**src/design/decc_pkg.sv**
```systemverilog
package decc_pkg;

	// One input beat: an expression character or the end mark.
	typedef struct packed {
		logic       kind;
		logic [7:0] character;
	} item_t;

	// One result beat.
	typedef struct packed {
		logic [2:0]         status;
		logic signed [63:0] first_operand;
		logic [7:0]         operator_char;
		logic signed [63:0] second_operand;
		logic signed [63:0] result_value;
	} result_t;

	// Signed operands and operator as parsed, handed to the arithmetic unit.
	typedef struct packed {
		logic signed [63:0] first_operand;
		logic [7:0]         operator_char;
		logic signed [63:0] second_operand;
	} operands_t;

	// Status of the arithmetic unit toward the top level.
	typedef struct packed {
		logic        busy;
		logic        done;
		logic [2:0]  status;
		logic [63:0] value;
	} alu_stat_t;

	localparam logic KIND_CHAR = 1'b0;
	localparam logic KIND_END  = 1'b1;

	localparam logic [2:0] ST_VALUE = 3'd0;
	localparam logic [2:0] ST_OK    = 3'd1;
	localparam logic [2:0] ST_DIV0  = 3'd2;
	localparam logic [2:0] ST_MOD0  = 3'd3;
	localparam logic [2:0] ST_BADOP = 3'd4;

	localparam logic [7:0] CH_NONE  = 8'h00;
	localparam logic [7:0] CH_PLUS  = 8'h2B;
	localparam logic [7:0] CH_MINUS = 8'h2D;
	localparam logic [7:0] CH_STAR  = 8'h2A;
	localparam logic [7:0] CH_X     = 8'h78;
	localparam logic [7:0] CH_SLASH = 8'h2F;
	localparam logic [7:0] CH_PCT   = 8'h25;
	localparam logic [7:0] CH_ZERO  = 8'h30;
	localparam logic [7:0] CH_NINE  = 8'h39;

endpackage

```
**src/design/decimal_expression_calculator.sv**
```systemverilog
// Channel  | Direction | Handshake                   | Beat payload
// item     | in        | item_valid / item_stall     | decc_pkg::item_t (kind, character)
// result   | out       | result_valid / result_stall | decc_pkg::result_t
//
// A character beat is taken in the cycle it is offered while the unit is idle, so
// characters may run back to back. The edge that takes an end beat loads the shared
// arithmetic unit and settles value-only, add, subtract and error cases; multiply then
// runs its shift-add loop, divide and modulo 64 restoring steps and then a sign fix. The
// answer is registered to the output once the unit is done and the output is free;
// item_stall is high from the end beat until then. Reset clears the parser, the unit and result_valid.
module decimal_expression_calculator #(
	parameter int MAX_CHARS = 126
) (
	input  logic              clk,
	input  logic              arst_n,
	input  logic              item_valid,
	output logic              item_stall,
	input  decc_pkg::item_t   item,
	output logic              result_valid,
	input  logic              result_stall,
	output decc_pkg::result_t result
);

	decc_pkg::operands_t opnd;
	decc_pkg::operands_t opnd_q;
	decc_pkg::alu_stat_t stat;
	decc_pkg::result_t   res_next;
	decc_pkg::result_t   result_q;
	logic                result_valid_q;

	logic item_take;
	logic end_take;
	logic char_take;
	logic out_free;
	logic load_out;

	// The parser keeps running as long as the arithmetic unit is idle.
	assign item_stall = stat.busy;
	assign item_take  = item_valid && !item_stall;
	assign end_take   = item_take && (item.kind == decc_pkg::KIND_END);
	assign char_take  = item_take && (item.kind == decc_pkg::KIND_CHAR);

	assign out_free = !result_valid_q || !result_stall;
	assign load_out = stat.done && out_free;

	decc_parse #(
		.MAX_CHARS(MAX_CHARS)
	) u_parse (
		.clk       (clk),
		.arst_n    (arst_n),
		.char_en   (char_take),
		.character (item.character),
		.clear     (end_take),
		.opnd      (opnd)
	);

	decc_alu u_alu (
		.clk    (clk),
		.arst_n (arst_n),
		.start  (end_take),
		.opnd   (opnd),
		.take   (load_out),
		.stat   (stat)
	);

	decc_fmt u_fmt (
		.opnd (opnd_q),
		.stat (stat),
		.res  (res_next)
	);

	// The operands stay in place for the result beat while the parser starts over.
	always_ff @(posedge clk) begin
		if (end_take) begin
			opnd_q <= opnd;
		end
		if (load_out) begin
			result_q <= res_next;
		end
	end

	always_ff @(posedge clk or negedge arst_n) begin
		if (!arst_n) begin
			result_valid_q <= 1'b0;
		end else if (load_out) begin
			result_valid_q <= 1'b1;
		end else if (!result_stall) begin
			result_valid_q <= 1'b0;
		end
	end

	assign result_valid = result_valid_q;
	assign result       = result_q;

`ifndef ASSERT_OFF
	a_end_busy: assert property (@(posedge clk) disable iff (!arst_n)
		end_take |=> item_stall)
		else $error("end beat did not start the arithmetic unit");
	a_value_only: assert property (@(posedge clk) disable iff (!arst_n)
		result_valid |-> ((result.status == decc_pkg::ST_VALUE)
		== (result.operator_char == decc_pkg::CH_NONE)))
		else $error("value-only status does not match a missing operator");
	a_zero_div: assert property (@(posedge clk) disable iff (!arst_n)
		result_valid && (result.status == decc_pkg::ST_DIV0
		|| result.status == decc_pkg::ST_MOD0)
		|-> (result.second_operand == 64'sd0) && (result.result_value == 64'sd0))
		else $error("zero-divisor status with a nonzero divisor or result");
	a_load_done: assert property (@(posedge clk) disable iff (!arst_n)
		$rose(result_valid) |-> $past(stat.done))
		else $error("result beat appeared without a finished computation");
`endif

endmodule

```
**src/design/decc_parse.sv**
```systemverilog
module decc_parse #(
	parameter int MAX_CHARS = 126
) (
	input  logic                  clk,
	input  logic                  arst_n,
	input  logic                  char_en,
	input  logic [7:0]            character,
	input  logic                  clear,
	output decc_pkg::operands_t   opnd
);

	localparam int CNT_W = $clog2(MAX_CHARS + 1);

	typedef enum logic [4:0] {
		PH_FIRST_START  = 5'b00001,
		PH_FIRST_DIGITS = 5'b00010,
		PH_SECOND_START = 5'b00100,
		PH_SECOND_DIGITS = 5'b01000,
		PH_DONE         = 5'b10000
	} phase_t;

	phase_t             phase_q;
	logic [63:0]        first_mag_q;
	logic               first_neg_q;
	logic [7:0]         op_q;
	logic [63:0]        second_mag_q;
	logic               second_neg_q;
	logic [CNT_W-1:0]   chars_q;

	logic               is_digit;
	logic [63:0]        digit;
	logic               take;
	logic [63:0]        first_acc;
	logic [63:0]        second_acc;
	logic               has_op;

	assign is_digit = (character >= decc_pkg::CH_ZERO) && (character <= decc_pkg::CH_NINE);
	assign digit    = {56'd0, character - decc_pkg::CH_ZERO};
	assign take     = char_en && (character != decc_pkg::CH_NONE)
		&& (chars_q < CNT_W'(MAX_CHARS));

	// Times ten as two shifts and an add; digits wrap modulo 2^64.
	assign first_acc  = (first_mag_q << 3) + (first_mag_q << 1) + digit;
	assign second_acc = (second_mag_q << 3) + (second_mag_q << 1) + digit;

	assign has_op = (op_q != decc_pkg::CH_NONE);
	assign opnd.first_operand  = first_neg_q ? -first_mag_q : first_mag_q;
	assign opnd.operator_char  = op_q;
	assign opnd.second_operand = !has_op ? 64'sd0
		: (second_neg_q ? -second_mag_q : second_mag_q);

	always_ff @(posedge clk or negedge arst_n) begin
		if (!arst_n) begin
			phase_q      <= PH_FIRST_START;
			first_mag_q  <= '0;
			first_neg_q  <= 1'b0;
			op_q         <= decc_pkg::CH_NONE;
			second_mag_q <= '0;
			second_neg_q <= 1'b0;
			chars_q      <= '0;
		end else if (clear) begin
			phase_q      <= PH_FIRST_START;
			first_mag_q  <= '0;
			first_neg_q  <= 1'b0;
			op_q         <= decc_pkg::CH_NONE;
			second_mag_q <= '0;
			second_neg_q <= 1'b0;
			chars_q      <= '0;
		end else if (take) begin
			chars_q <= chars_q + CNT_W'(1);
			unique case (phase_q)
				PH_FIRST_START: begin
					if (character == decc_pkg::CH_MINUS) begin
						first_neg_q <= 1'b1;
						phase_q     <= PH_FIRST_DIGITS;
					end else if (character == decc_pkg::CH_PLUS) begin
						phase_q <= PH_FIRST_DIGITS;
					end else if (is_digit) begin
						first_mag_q <= digit;
						phase_q     <= PH_FIRST_DIGITS;
					end else begin
						op_q    <= character;
						phase_q <= PH_SECOND_START;
					end
				end
				PH_FIRST_DIGITS: begin
					if (is_digit) begin
						first_mag_q <= first_acc;
					end else begin
						op_q    <= character;
						phase_q <= PH_SECOND_START;
					end
				end
				PH_SECOND_START: begin
					if (character == decc_pkg::CH_MINUS) begin
						second_neg_q <= 1'b1;
						phase_q      <= PH_SECOND_DIGITS;
					end else if (character == decc_pkg::CH_PLUS) begin
						phase_q <= PH_SECOND_DIGITS;
					end else if (is_digit) begin
						second_mag_q <= digit;
						phase_q      <= PH_SECOND_DIGITS;
					end else begin
						phase_q <= PH_DONE;
					end
				end
				PH_SECOND_DIGITS: begin
					if (is_digit) begin
						second_mag_q <= second_acc;
					end else begin
						phase_q <= PH_DONE;
					end
				end
				PH_DONE: begin
					phase_q <= PH_DONE;
				end
				default: begin
					phase_q <= PH_DONE;
				end
			endcase
		end
	end

endmodule

```
**src/design/decc_alu.sv**
```systemverilog
module decc_alu (
	input  logic                  clk,
	input  logic                  arst_n,
	input  logic                  start,
	input  decc_pkg::operands_t   opnd,
	input  logic                  take,
	output decc_pkg::alu_stat_t   stat
);

	typedef enum logic [4:0] {
		AL_IDLE = 5'b00001,
		AL_MUL  = 5'b00010,
		AL_DIV  = 5'b00100,
		AL_FIX  = 5'b01000,
		AL_DONE = 5'b10000
	} al_state_t;

	al_state_t   state_q;
	logic [5:0]  cnt_q;
	logic [63:0] acc_q;
	logic [63:0] x_q;
	logic [63:0] y_q;
	logic        neg_q;
	logic        rem_sel_q;
	logic [2:0]  status_q;
	logic [63:0] value_q;

	logic [63:0] a_u;
	logic [63:0] b_u;
	logic [63:0] a_mag;
	logic [63:0] b_mag;
	logic [64:0] trial;
	logic [63:0] mul_sum;
	logic [63:0] fix_val;
	logic [63:0] fix_res;
	logic        last;

	assign a_u   = opnd.first_operand;
	assign b_u   = opnd.second_operand;
	assign a_mag = a_u[63] ? -a_u : a_u;
	assign b_mag = b_u[63] ? -b_u : b_u;

	// Restoring division step: shift in the next dividend bit and try the divisor.
	assign trial   = {acc_q, x_q[63]} - {1'b0, y_q};
	assign mul_sum = y_q[0] ? acc_q + x_q : acc_q;
	assign fix_val = rem_sel_q ? acc_q : x_q;
	assign fix_res = neg_q ? -fix_val : fix_val;
	assign last    = (cnt_q == 6'd63);

	assign stat.busy   = (state_q != AL_IDLE);
	assign stat.done   = (state_q == AL_DONE);
	assign stat.status = status_q;
	assign stat.value  = value_q;

	always_ff @(posedge clk or negedge arst_n) begin
		if (!arst_n) begin
			state_q <= AL_IDLE;
			cnt_q   <= '0;
		end else begin
			unique case (state_q)
				AL_IDLE: begin
					cnt_q <= '0;
					if (start) begin
						unique case (opnd.operator_char) inside
							decc_pkg::CH_STAR, decc_pkg::CH_X: state_q <= AL_MUL;
							decc_pkg::CH_SLASH, decc_pkg::CH_PCT: begin
								state_q <= (b_u == 64'd0) ? AL_DONE : AL_DIV;
							end
							default: state_q <= AL_DONE;
						endcase
					end
				end
				AL_MUL: begin
					cnt_q <= cnt_q + 6'd1;
					if (last) begin
						state_q <= AL_DONE;
					end
				end
				AL_DIV: begin
					cnt_q <= cnt_q + 6'd1;
					if (last) begin
						state_q <= AL_FIX;
					end
				end
				AL_FIX: state_q <= AL_DONE;
				AL_DONE: begin
					if (take) begin
						state_q <= AL_IDLE;
					end
				end
				default: state_q <= AL_IDLE;
			endcase
		end
	end

	always_ff @(posedge clk) begin
		unique case (state_q)
			AL_IDLE: begin
				if (start) begin
					acc_q     <= '0;
					status_q  <= decc_pkg::ST_OK;
					value_q   <= '0;
					rem_sel_q <= 1'b0;
					neg_q     <= 1'b0;
					x_q       <= a_mag;
					y_q       <= b_mag;
					unique case (opnd.operator_char) inside
						decc_pkg::CH_NONE: begin
							status_q <= decc_pkg::ST_VALUE;
							value_q  <= a_u;
						end
						decc_pkg::CH_PLUS:  value_q <= a_u + b_u;
						decc_pkg::CH_MINUS: value_q <= a_u - b_u;
						decc_pkg::CH_STAR, decc_pkg::CH_X: begin
							x_q <= a_u;
							y_q <= b_u;
						end
						decc_pkg::CH_SLASH: begin
							neg_q <= a_u[63] ^ b_u[63];
							if (b_u == 64'd0) begin
								status_q <= decc_pkg::ST_DIV0;
							end
						end
						decc_pkg::CH_PCT: begin
							neg_q     <= a_u[63];
							rem_sel_q <= 1'b1;
							if (b_u == 64'd0) begin
								status_q <= decc_pkg::ST_MOD0;
							end
						end
						default: status_q <= decc_pkg::ST_BADOP;
					endcase
				end
			end
			AL_MUL: begin
				// Shift-add keeps the low 64 product bits, which wrap correctly for signed values.
				acc_q <= mul_sum;
				x_q   <= x_q << 1;
				y_q   <= y_q >> 1;
				if (last) begin
					value_q <= mul_sum;
				end
			end
			AL_DIV: begin
				if (!trial[64]) begin
					acc_q <= trial[63:0];
					x_q   <= {x_q[62:0], 1'b1};
				end else begin
					acc_q <= {acc_q[62:0], x_q[63]};
					x_q   <= {x_q[62:0], 1'b0};
				end
			end
			AL_FIX: value_q <= fix_res;
			AL_DONE: value_q <= value_q;
			default: value_q <= value_q;
		endcase
	end

`ifndef ASSERT_OFF
	a_div_len: assert property (@(posedge clk) disable iff (!arst_n)
		(state_q == AL_DIV) && last |=> (state_q == AL_FIX))
		else $error("division did not finish after 64 steps");
	a_done_hold: assert property (@(posedge clk) disable iff (!arst_n)
		(state_q == AL_DONE) && !take |=> (state_q == AL_DONE) && $stable(value_q))
		else $error("finished result changed before it was taken");
	a_no_start_busy: assert property (@(posedge clk) disable iff (!arst_n)
		(state_q == AL_FIX) |=> (state_q == AL_DONE))
		else $error("sign fix did not lead to done");
`endif

endmodule

```
**src/design/decc_top_dummy_unused.sv**
```systemverilog
module decc_fmt (
	input  decc_pkg::operands_t opnd,
	input  decc_pkg::alu_stat_t stat,
	output decc_pkg::result_t   res
);

	// Assembles one result beat from the captured operands and the unit's answer.
	always_comb begin
		res.status         = stat.status;
		res.first_operand  = opnd.first_operand;
		res.operator_char  = opnd.operator_char;
		res.second_operand = opnd.second_operand;
		res.result_value   = (stat.status == decc_pkg::ST_VALUE
			|| stat.status == decc_pkg::ST_OK) ? stat.value : 64'sd0;
	end

endmodule

```
**config.mk**
```make
export PLATFORM = sky130hd
export DESIGN_NAME = decimal_expression_calculator
export DESIGN_NICKNAME = d
export VERILOG_FILES = /design/src/design/decc_pkg.sv /design/src/design/decimal_expression_calculator.sv /design/src/design/decc_parse.sv /design/src/design/decc_alu.sv /design/src/design/decc_top_dummy_unused.sv
export SDC_FILE = /design/constraint.sdc
export NUM_CORES = 2
export LEC_CHECK = 0
export ABC_CLOCK_PERIOD_IN_PS = 13790
export BUFFER_PORTS_ARGS = -buffer_cell sky130_fd_sc_hd__buf_2
export CORE_MARGIN = 2
export CORE_UTILIZATION = 25
export CTS_CLUSTER_DIAMETER = 150
export DETAILED_ROUTE_END_ITERATION = 8
export PLACE_DENSITY_LB_ADDON = 0.15
export SETUP_SLACK_MARGIN = 0.15
export SYNTH_ARGS = -nofsm -noshare
export SYNTH_HDL_FRONTEND = slang
export SYNTH_SLANG_ARGS = --single-unit
```
**constraint.sdc**
```tcl
create_clock -name clk -period 13.79 [get_ports clk]
set_clock_uncertainty 0.15 [all_clocks]
set_input_delay 0.6895 -clock clk [delete_from_list [all_inputs] [get_ports clk]]
set_output_delay 0.6895 -clock clk [all_outputs]
set_load 0.01 [all_outputs]
```
; Word-level counts from Yosys, hierarchy flattened
; Cells that the tools add are included.
[totals]
reg_bits = 762
latchBits = 0
mem_bits_rw = 0
rom_bits = 0
in_bits = 13
output_inout_bits = 205
elab_cells = 197
memories = 0
[op_classes]
addsub = 16
mul = 0
div_mod_pow = 0
n_lt_le_gt_ge = 3
n_eq_ne = 35
shift = 0
muxes = 74
bitwise = 2
n_reduce_logical = 42
[ops]
columns = cell, count
row1 = 2-to-1 mux 64 bit, 25
row2 = one-hot mux 64 bit (3 select lines), 4
row3 = one-hot mux 64 bit (2 select lines), 3
row4 = negation 64 bit, 5
row5 = adder 64 bit, 4
row6 = adder 64 x 8 -> 64 bit, 2
row7 = 2-to-1 mux 5 bit, 14
row8 = subtractor 65 x 64 -> 65 bit, 1
row9 = logical NOT 64 bit, 1
row10 = subtractor 64 bit, 1
row11 = == test 8 x 6 -> 1 bit (second input constant), 7
row12 = 2-to-1 mux 8 bit, 5
row13 = one-hot mux 5 bit (5 select lines), 1
row14 = one-hot mux 5 bit (4 select lines), 1
row15 = inequality test 3 bit (second input constant), 6
row16 = one-hot mux 8 bit (2 select lines), 1
row17 = nonzero test 8 bit, 2
row18 = 2-to-1 mux 7 bit, 2
row19 = inequality test 3 x 2 -> 1 bit (second input constant), 4
row20 = one-hot mux 3 bit (4 select lines), 1
row21 = one-hot mux 6 bit (2 select lines), 1
row22 = AND reduction 3 bit, 4
row23 = AND reduction 6 bit, 2
row24 = nonzero test 2 bit, 6
row25 = other kinds (34), 69

; Logic depth before layout (Yosys ltp)
[depth]
ltp_word = 8
ltp_mapped = 33
mapped_depth_nobuf = 26

; Cells and area by module
; A second synthesis with hierarchy kept.
[hier_totals]
hier_cells = 6595
area_unflattened_um2 = 60589.4
[modules_own_cells]
columns = mod, instances, cells_per_inst, area_each_um2, seq_area_each_um2
row1 = decc_alu, 1, 3803, 30780.8, 8114.0
row2 = decc_parse, 1, 2231, 17585.6, 3754.9
row3 = decimal_expression_calculator, 1, 344, 10241.1, 10204.8
row4 = decc_fmt, 1, 217, 1981.9, 0.0

; Worst setup path before layout
; No wires, ideal clock.
[synth_timing]
kind = reg-to-reg
start = reg u_alu.state_q[1]
end = reg result_q, in the netlist result[0] (enable)
setup_time_ns = 0.834
arrival_ns = 10.558
t_required_ns = 12.806
slack_ns = 2.248
path_stages_with_launch = 4
n_path_buf = 0
synth_period_minus_slack_ns = 11.542
cell_sequence = dfrtp_1 nor4_1 nand2_1 a21oi_1
[synth_between]
elab_chain_len = 2
[synth_rtl]
columns = item, line
row1 = start: declaration, decc_alu.sv:18  ; al_state_t state_q;
row2 = start signal: assignment, decc_alu.sv:67  ; state_q <= (b_u == 64'd0) ? AL_DONE : AL_DIV;
row3 = == test 5 bit, decc_alu.sv:51  ; assign stat.done = (state_q == AL_DONE);
row4 = logical AND 1 bit, decimal_expression_calculator.sv:44  ; assign load_out = stat.done && out_free;
row5 = net load_out, decimal_expression_calculator.sv:35  ; logic load_out;
row6 = end signal: assignment, decimal_expression_calculator.sv:78  ; result_q <= res_next;
row7 = end: declaration, decimal_expression_calculator.sv:28  ; decc_pkg::result_t result_q;
; The timed path passes the listed nets, and every way through them passes these cells.
; A chain may end at the register's enable or synchronous reset.

==> impl_metrics.yaml <==
timing:
  fmax_ghz: 0.116
  min_period_ps: 8620
  period_share_pct: 62.5
  slew_violations: 0
  rsz0062_at_grt: "no"
  relSlewSlack_pct: 20.1
  finalWorstSetupSlack_ps: 5170
  fin_hold_ws_ps: 83.4
  hold_violations: 0
  setup_tns_ps: 0
  tightest_slew_ps: 1190
  finalSetupViolCount: 0
logic_synthesis:
  synthArstFlopShare_pct: 21.3
  synth.distinct_cells: 100
  synthXorXnorAreaFrac_pct: 9.27
  synth_ff_type: "edfxtp_1"
  yosys-top-cells-area: "edfxtp_1, ha_1, dfrtp_1"
  synthSimpleGateAreaFrac_pct: 16.6
  syn_inst: 6658
  synth-seq-cells: 762
  synth_edf_count: 600
  syn_area_per_cell_um2: 9.02
  yosysTopAreaCell: "edfxtp_1"
  synth_compound_area_share_pct: 21.3
  synth_nets: 7130
  synth_top_family_by_area: "compound AO/OA/AOI/OAI gates"
  synthAdderAreaFrac_pct: 9.75
  synth_common_cells: "nand2_1, edfxtp_1, o21ai_0"
  yosysSeqAreaShare_pct: 36.7
  synth_top_area_share_pct: 30.0
  synth.area.mux_share_pct: 2.54
  synth.most_common_cell: "nand2_1"
  yosys_warnings: 0
  syn-cell-area_um2: 60100
final_layout:
  stdcell_count: 10000
  nets: 7234
  fin_util_pct: 28.7
  final_design_area_no_fill_um2: 68600
  drive_gt1_share_pct: 9.65
  fillCellCount: 25200
  syn_to_final_growth_pct: 14.1
power_and_ir_drop:
  switching_share_pct: 31.2
  power.internal_mw: 4.77
  power_density_nw_per_um2: 101
  p_sw_mw: 2.16
  fin_total_pwr_mw: 6.94
  peakVddDrop_mv: 0.0932
  comb_power_share_pct: 20.0
  p_leak_nw: 28.2
  p_clk_share_pct: 41.8
  power.share.sequential_pct: 38.3
clocking:
  cts.htree.levels: 3
  clk_latency_ps: 770
  cts.clk_slew.worst_paths_ps: 60
  cts_tree: "done"
  clk_path_buf_depth: 3
  cts_buffers: 100
  cts.root.buffer_cell: "clkbuf_16"
  clkSinkCount: 762
  post_cts_buffers: 0
grt:
  grt_pass1_vias: 51500
  grt_usage_pct: 20.9
  antenna_found_initial: 21
  grt_max_degree: 87
  grt_overflow: 0
  grt_pass1_wl_um: 376000
die:
  die_height_um: 494
  die_area_um2: 244000
  row_count: 179
  io_pins: 218
  die_w_um: 494
  start_util_pct: 25.2
  core_area_um2: 239000
setup_path:
  crit_chain: "inv_1 -> ha_1 -> nor2b_1 -> nand4_1 -> nor4_2 -> a21boi_1 -> nor3_1 -> inv_1 -> nor4_1 -> and4b_1 -> and3_1 -> nand3_1 -> o21ai_0 -> xor2_1 -> ha_1 -> and3_1 -> nand3_1 -> nor2_1 -> nand2_1 -> o31ai_1 -> nor2_1 -> o2111a_1 -> a211oi_1 -> nand3b_1"
  crit_arrival_ps: 8960
  start_kind: "register"
  critPathTopFamily: "simple AND/OR/NAND/NOR gates"
  critPathMaxFanout: 11
  cp.required_ps: 14140
  crit_buf_inv: 2
  cp_slowest_cell: "nor4_2"
  cp-end-kind: "register"
  crit_type: "register to register"
  max_stage_delay_ps: 790
detailed_routing:
  wl_per_cell_um: 26.2
  viasPerCell: 5.29
  dr_total_vias: 53100
  drt_wl_total_um: 263000
  drt-initial-drc-count: 4561
  drc: 0
  detail-route-antenna-nets: 0
  first_pass_iters: 6
placed_design:
  gp_congestion: 0.915
  dpl-instance-area_um2: 64900
  port_buffers: 217
  detailed_place_hpwl_um: 207000
  dpl_worst_slack_ps: 5240
  dp_cells: 9826
run:
  maxCapViolations: 0
outcome:
  status: "finished clean"
worst_hold_path:
  hold_class: "primary input to register"
## area by class of cell
cell class,instances,area [um^2],area share [%]
antenna,8,20.0,0.0292
timing repair buffer,347,2100,3.06
sequential,762,22100,32.2
inverter,247,935,1.36
clock inverter,67,980,1.43
clock buffer,122,2620,3.81
multi-input combinational,5304,35900,52.3
tap,3167,3960,5.78
## state kept, by name, indices dropped and copies added (netlist names)
register	count
result_valid	1
u_alu.acc_q	64
u_parse.second_neg_q	1
u_alu.x_q	64
u_parse.second_mag_q	64
u_alu.cnt_q	6
u_alu.rem_sel_q	1
u_parse.first_neg_q	1
u_alu.y_q	64
u_parse.first_mag_q	64
u_alu.state_q	5
u_parse.op_q	8
opnd_q	136
u_alu.status_q	3
u_alu.value_q	64
u_alu.neg_q	1
u_parse.chars_q	7
result	203
u_parse.phase_q	5
## power by group through the flow
stage	registers [mW]	logic [mW]	clock network, mW
2_1_floorplan	2.66	0.952	0
3_3_place_gp	2.70	1.38	0
3_5_place_dp	2.70	1.37	0
4_1_cts	2.65	1.38	2.98
5_1_grt	2.66	1.51	3.06
6_report	2.65	1.39	2.90
## repair_timing
item / in CTS / in global routing
endpoints found under the hold margin: 56 / 0
hold buffers: 1 / 0
resized for setup: 0 / 0
endpoints found under the setup margin: 0 / 0
## layer usage
metal / global-route usage [%] / part of all wire (%) / vias to the layer above
li1: - / - / 24900
met1: 29.6 / 47 / 26400
met2: 33.2 / 45 / 1522
met3: 2.09 / 4.7 / 269
met4: 6.75 / 3.4 / 2
met5: 0 / 0.0049 / -
## tightest hold or removal path, delay by kind of cell
family / cells / cell delay [ps]
simple gates: 2 / 140
buf+inv: 1 / 120
## kinds of logic after synthesis
group           count (synthesis)
flops                         762
simple gates                 2052
xor+xnor                      634
fa+ha+maj                     459
buf+inv                       592
mux                           149
compound gates               2010
## cell usage in the layout (no fill, tap or decap), types with 136 or more instances in the layout
master,Yosys,layout
nand2_1,666,662
edfxtp_1,600,600
o21ai_0,555,555
nor2_1,490,483
a21oi_1,482,480
ha_1,444,444
xnor2_1,364,363
xor2_1,269,268
inv_1,244,244
buf_2,18,216
a21o_1,211,211
dfrtp_1,160,158
nor3_1,138,136
## path summary, 6_finish.rpt
path	startpoint	end	slack [ps]	cells after the start
worst max-delay path	u_parse.second_mag_q[1]	u_alu.value_q[63]	5170	24
worst min-delay path	result_stall	result_valid	80	3
worst max register to register	u_parse.second_mag_q[1]	u_alu.value_q[63]	5170	24
worst min register to register	opnd_q[25]	result[89]	220	0
max in group asynchronous	arst_n	u_alu.cnt_q[2]	11730	3
min in group asynchronous	arst_n	u_parse.second_mag_q[22]	350	2
(Power assumes the default switching activity.)
